===== config.mk =====
export PLATFORM = sky130hd
export DESIGN_NAME = sqp_sqrt
export DESIGN_NICKNAME = d
export VERILOG_FILES = /design/src/hw/rtl/sqp_pkg.sv /design/src/hw/rtl/sqp_sqrt.sv
export SDC_FILE = /design/constraint.sdc
export NUM_CORES = 2
export LEC_CHECK = 0
export BUFFER_PORTS_ARGS = -buffer_cell sky130_fd_sc_hd__buf_2
export CORE_UTILIZATION = 25
export DETAILED_ROUTE_END_ITERATION = 8
export PLACE_DENSITY = 0.42
export SLEW_MARGIN = 20
export SYNTH_ARGS = -nofsm -noshare
export SYNTH_HDL_FRONTEND = slang
export SYNTH_SLANG_ARGS = --single-unit

===== constraint.sdc =====
create_clock -name clk -period 8.67 [get_ports clk]
set_clock_uncertainty 0.15 [all_clocks]
set_input_delay 1.734 -clock clk [delete_from_list [all_inputs] [get_ports clk]]
set_output_delay 1.734 -clock clk [all_outputs]
set_load 0.01 [all_outputs]

===== src/hw/rtl/sqp_pkg.sv =====
package sqp_pkg;

	// fixed widths of the datapath
	localparam int DIST_GUARD = 8;     // extra fraction bits on the distance
	localparam int Q_W        = 33;    // dx*dx + dy*dy
	localparam int ROOT_W     = 25;    // floor(sqrt(q * 2^16))
	localparam int NMAG_W     = 40;    // |d| * radius * 256
	localparam int FMAG_W     = 48;    // |d| * r * R
	localparam int NUM_W      = 49;    // rounded dividend
	localparam int DEN_W      = 34;    // divisor, s or 2q
	localparam int QUO_W      = 17;    // quotient magnitude, at most 65535 for a valid quad
	localparam int LANES      = 6;
	localparam int CORNER_W   = 19;
	localparam int SUM_W      = 21;

	// divider lanes
	localparam int LN_NX = 0;
	localparam int LN_NY = 1;
	localparam int LN_MX = 2;
	localparam int LN_MY = 3;
	localparam int LN_FX = 4;
	localparam int LN_FY = 5;

	localparam logic signed [SUM_W-1:0] CORNER_MAX = 21'sd262143;
	localparam logic signed [SUM_W-1:0] CORNER_MIN = -21'sd262144;

	typedef enum logic [1:0] {
		ST_NONE    = 2'd0,
		ST_QUAD    = 2'd1,
		ST_BLOCKED = 2'd2
	} status_t;

	// front end result, rides along the square root pipe
	typedef struct packed {
		logic                blocked;
		logic                noshadow;
		logic signed [16:0]  dx;
		logic signed [16:0]  dy;
		logic signed [15:0]  cx;
		logic signed [15:0]  cy;
		logic [Q_W-1:0]      q;
		logic [NMAG_W-1:0]   num_nx;
		logic [NMAG_W-1:0]   num_ny;
		logic [NMAG_W-1:0]   num_mx;
		logic [NMAG_W-1:0]   num_my;
		logic [FMAG_W-1:0]   num_fx;
		logic [FMAG_W-1:0]   num_fy;
		logic [LANES-1:0]    neg;
	} front_t;

	// rides along the divider pipe
	typedef struct packed {
		status_t             status;
		logic signed [16:0]  dx;
		logic signed [16:0]  dy;
		logic signed [15:0]  cx;
		logic signed [15:0]  cy;
		logic [LANES-1:0]    neg;
	} back_t;

	function automatic logic signed [CORNER_W-1:0] sat_corner(
		input logic signed [SUM_W-1:0] v
	);
		logic signed [CORNER_W-1:0] r;
		if (v > CORNER_MAX) begin
			r = CORNER_MAX[CORNER_W-1:0];
		end else if (v < CORNER_MIN) begin
			r = CORNER_MIN[CORNER_W-1:0];
		end else begin
			r = v[CORNER_W-1:0];
		end
		return r;
	endfunction

endpackage


===== src/hw/rtl/sqp_sqrt.sv =====
module sqp_sqrt import sqp_pkg::*; #(
	parameter int RW = 25,
	parameter int SW = 8
) (
	input  logic            clk,
	input  logic            arst_n,
	input  logic            en,
	input  logic            in_valid,
	input  logic [2*RW-1:0] rad,
	input  logic [SW-1:0]   in_side,
	output logic            out_valid,
	output logic [RW-1:0]   root,
	output logic [SW-1:0]   out_side
);

	localparam int REMW = RW + 2;

	// one result bit per stage, most significant first
	logic              vld_s  [RW];
	logic [REMW-1:0]   rem_s  [RW];
	logic [RW-1:0]     root_s [RW];
	logic [2*RW-1:0]   rad_s  [RW];
	logic [SW-1:0]     side_s [RW];

	for (genvar j = 0; j < RW; j++) begin : g_stage
		localparam int P = RW - 1 - j;
		logic            v_in;
		logic [REMW-1:0] rem_in;
		logic [RW-1:0]   root_in;
		logic [2*RW-1:0] rad_in;
		logic [SW-1:0]   side_in;
		logic [REMW+1:0] pre, trial;
		logic            ge;

		if (j == 0) begin : g_first
			assign v_in    = in_valid;
			assign rem_in  = '0;
			assign root_in = '0;
			assign rad_in  = rad;
			assign side_in = in_side;
		end else begin : g_next
			assign v_in    = vld_s[j-1];
			assign rem_in  = rem_s[j-1];
			assign root_in = root_s[j-1];
			assign rad_in  = rad_s[j-1];
			assign side_in = side_s[j-1];
		end

		assign pre   = {rem_in, rad_in[2*P+1 -: 2]};
		assign trial = {2'b00, root_in, 2'b01};
		assign ge    = pre >= trial;

		always_ff @(posedge clk or negedge arst_n) begin
			if (!arst_n) begin
				vld_s[j] <= 1'b0;
			end else if (en) begin
				vld_s[j] <= v_in;
			end
		end

		always_ff @(posedge clk) begin
			if (en) begin
				rem_s[j]  <= ge ? REMW'(pre - trial) : pre[REMW-1:0];
				root_s[j] <= {root_in[RW-2:0], ge};
				rad_s[j]  <= rad_in;
				side_s[j] <= side_in;
			end
		end
	end

	assign out_valid = vld_s[RW-1];
	assign root      = root_s[RW-1];
	assign out_side  = side_s[RW-1];

endmodule


==> metrics.yaml <==
slew_violations: 0
whs_path_depth: 0
tightest_slew_ns: 1.09
synthArstFlopShare_pct: 1.42
p_int_mw: 16.9
crit_arrival_ns: 4.85
critPathKind: "flip-flop to flip-flop"
grt_use_total_pct: 9.53
cts_max_level: 4
root_buffer: "clkbuf_16"
start_kind: "flip-flop"
wl_per_cell_microns: 15.0
fin_crit_sh_pct: 50.8
yosys_warnings: 0
cp_top_family: "compound AO/OA/AOI/OAI gates"
worst_slack_ns: 4.26
hold_class: "flip-flop to flip-flop"
cap_viol_max_count: 0
cts.repair.resized: 0
status: "complete, no violations"
via_per_inst: 4.25
synth_cell_types: 86
path_cells: "ha_1, a21o_1, a21o_1, a21oi_1, o21ai_0, a221oi_1, o21ai_0, a2111oi_2, buf_4, inv_1, mux2_2"
grt_max_degree: 187
path_max_fanout: 33
core_sq_um: 309000
critPathMaxStageDelay_ns: 0.74
synth_edf_count: 1736
nNetsFinal: 6327
p_comb_share_pct: 14.8
fmax_mhz: 227
r2r_cells: 11
hp-start: "rad_s[2][107]"
slew_headroom_pct: 25.1
r2r_start: "rem_s[1][193]"
die_area_sq_um: 314000
drt_iter0_drc: 2189
final_cell_mix: "1,736 x edfxtp_1, 453 x inv_1, 363 x nand2_1"
rows: 204
syn-cell-area_sq_um: 77800
regToRegEndpoint: "rem_s[2][10]"
start_util_pct: 25.2
min_period_ns: 4.41
grt.overflow.total: 0
grt_pass1_wl_microns: 243000
endpoint_kind: "flip-flop"
synthCells: 5650
rsz0062_at_grt: "false"
ys_seq_elements: 1761
cts.sinks: 1761
final_common_cell: "edfxtp_1"
hold_viol_final: 0
worstSkewPairLatency_ns: 0.88
drive_above_1_share_pct: 8.92
drt_wl_total_microns: 153000
ys_seq_area_share_pct: 67.8
switching_share_pct: 26.0
cp.buffers_inverters: 2
cts_tree: "built"
r2r_slack_ns: 4.26
dieHeight_microns: 560
dpl.hpwl_microns: 107000
area_growth_pct: 15.7
portBuffers: 95
power_leakage_nw: 33.2
finalSetupViolCount: 0
synth.avg_cell_area_sq_um: 13.8
cp_slowest_cell: "a221oi_1"
drcViolationCount: 0
p_total_mw: 22.9
vdd_drop_max_uv: 181
required_ns: 9.11
power.density_nw_per_um2: 254
first_pass_iters: 5
holdPathEnd: "rad_s[2][157]"
cts_inserted_buffers: 209
ios: 96
path_clk_slew_ns: 0.05
final_antenna_net_count: 0
antenna_found_initial: 1
fillCellCount: 31185
synth_flop_cell: "edfxtp_1"
setup_tns_ns: 0
power_frac_clock_pct: 36.6
gp_congestion: 0.843
clk_path_buf_depth: 4
grt_pass1_vias: 44631
post-cts-setup-buffers: 0
seq_power_share_pct: 48.6
p_switching_mw: 5.95
post-route-util_pct: 29.1
vias: 43374
ctsHoldBuffers: 0
die_x_microns: 560
synth_fp_nets: 6064
dp_slack_ns: 4.28
==> power groups by stage <==
| stage | clock network [mW] | logic (mW) | registers, mW |
|---|---|---|---|
| 2_1_floorplan | 0 | 2.53 | 11.1 |
| 3_3_place_gp | 0 | 3.35 | 11.3 |
| 3_5_place_dp | 0 | 3.40 | 11.3 |
| 4_1_cts | 8.76 | 3.42 | 11.1 |
| 5_1_grt | 9.05 | 3.81 | 11.2 |
| 6_report | 8.37 | 3.39 | 11.1 |
==> worst max path at each step <==
stage	start	end	slack, ns	cells past startpoint
2_1_floorplan	rem_s[2][138]	rem_s[2][171]	5.07	10
3_3_place_gp	rem_s[1][193]	rem_s[2][10]	4.31	11
3_5_place_dp	rem_s[1][193]	rem_s[2][10]	4.28	11
4_1_cts	rem_s[1][189]	rem_s[2][10]	4.27	11
5_1_grt	rem_s[1][189]	rem_s[2][10]	3.97	11
6_report	rem_s[1][193]	rem_s[2][10]	4.26	11
==> metrics by stage <==
step | cells | instance area, sq um | hold slack [ns]
floorplan | 5650 | 77800 | 0.250
global placement | 9822 | 83600 | 0.251
detailed placement | 9822 | 83600 | 0.255
CTS | 10196 | 90100 | 0.234
global route | 10197 | 90100 | 0.234
finish | 10198 | 90100 | 0.240
==> synthesized netlist by cell type (all sizes together) (6+ instances only) <==
cell type / n / share of area [%]
a2111oi: 8 / 0.090
a211o: 7 / 0.079
a211oi: 19 / 0.18
a21boi: 23 / 0.22
a21o: 121 / 1.2
a21oi: 296 / 1.9
a31oi: 32 / 0.26
and2: 11 / 0.088
and3: 26 / 0.21
and3b: 6 / 0.068
and4: 14 / 0.16
and4b: 6 / 0.077
buf: 16 / 0.12
clkbuf: 64 / 0.31
dfrtp: 25 / 0.80
edfxtp: 1736 / 67
ha: 352 / 5.7
inv: 454 / 2.2
mux2: 84 / 1.2
mux2i: 9 / 0.12
nand2: 363 / 1.8
nand2b: 69 / 0.55
nand3: 93 / 0.60
nand3b: 21 / 0.20
nand4: 52 / 0.44
nand4b: 14 / 0.16
nor2: 333 / 1.6
nor2b: 54 / 0.43
nor3: 123 / 0.80
nor3b: 16 / 0.16
nor4: 85 / 0.68
nor4b: 8 / 0.11
o2111ai: 11 / 0.12
o211ai: 16 / 0.15
o21a: 75 / 0.72
o21ai: 279 / 1.8
o21bai: 26 / 0.25
o31a: 6 / 0.068
o31ai: 44 / 0.42
o41ai: 7 / 0.079
or2: 18 / 0.14
or3: 54 / 0.45
or4: 36 / 0.35
xnor2: 250 / 2.8
xor2: 234 / 2.6
==> kinds of logic (layout without fill, tap and decap cells) <==
group | after synthesis | count (layout) | share of synthesized area [%]
adders and majority gates | 352 | 352 | 5.66
DFF | 1761 | 1761 | 67.8
buffers and inverters | 536 | 962 | 2.62
other | 1 | 3 | 0.00482
xor gates and xnor gates | 484 | 484 | 5.45
and+or+nand+nor | 1407 | 1407 | 9.10
AOI/OAI and AO/OA | 1016 | 1016 | 8.05
muxes | 93 | 93 | 1.33
==> final cells by class <==
cell class,instances,area (sq um),share of cell area (%)
sequential,1761,52800,58.6
clock buffer,254,5420,6.02
tap,4120,5150,5.72
timing repair buffer,132,868,0.964
antenna,2,5.00,0.00556
inverter,456,1710,1.90
multi-input combinational,3353,23100,25.6
clock inverter,120,1090,1.21
==> flip-flops by register name, indices dropped and copies added (netlist names) <==
| signal | cells |
|---|---|
| rad_s | 600 |
| side_s | 200 |
| out_valid | 1 |
| rem_s | 611 |
| g_stage.v_in | 24 |
| root_s | 325 |
==> routing by layer <==
layer,GRT usage [%],vias up,wire length [microns]
li1,-,21537,-
met1,10.6,20788,63300
met2,17.6,681,78100
met3,1.63,368,5350
met4,4.49,0,6670
met5,0,-,0
Note: power is estimated with default switching activity, not from simulation.
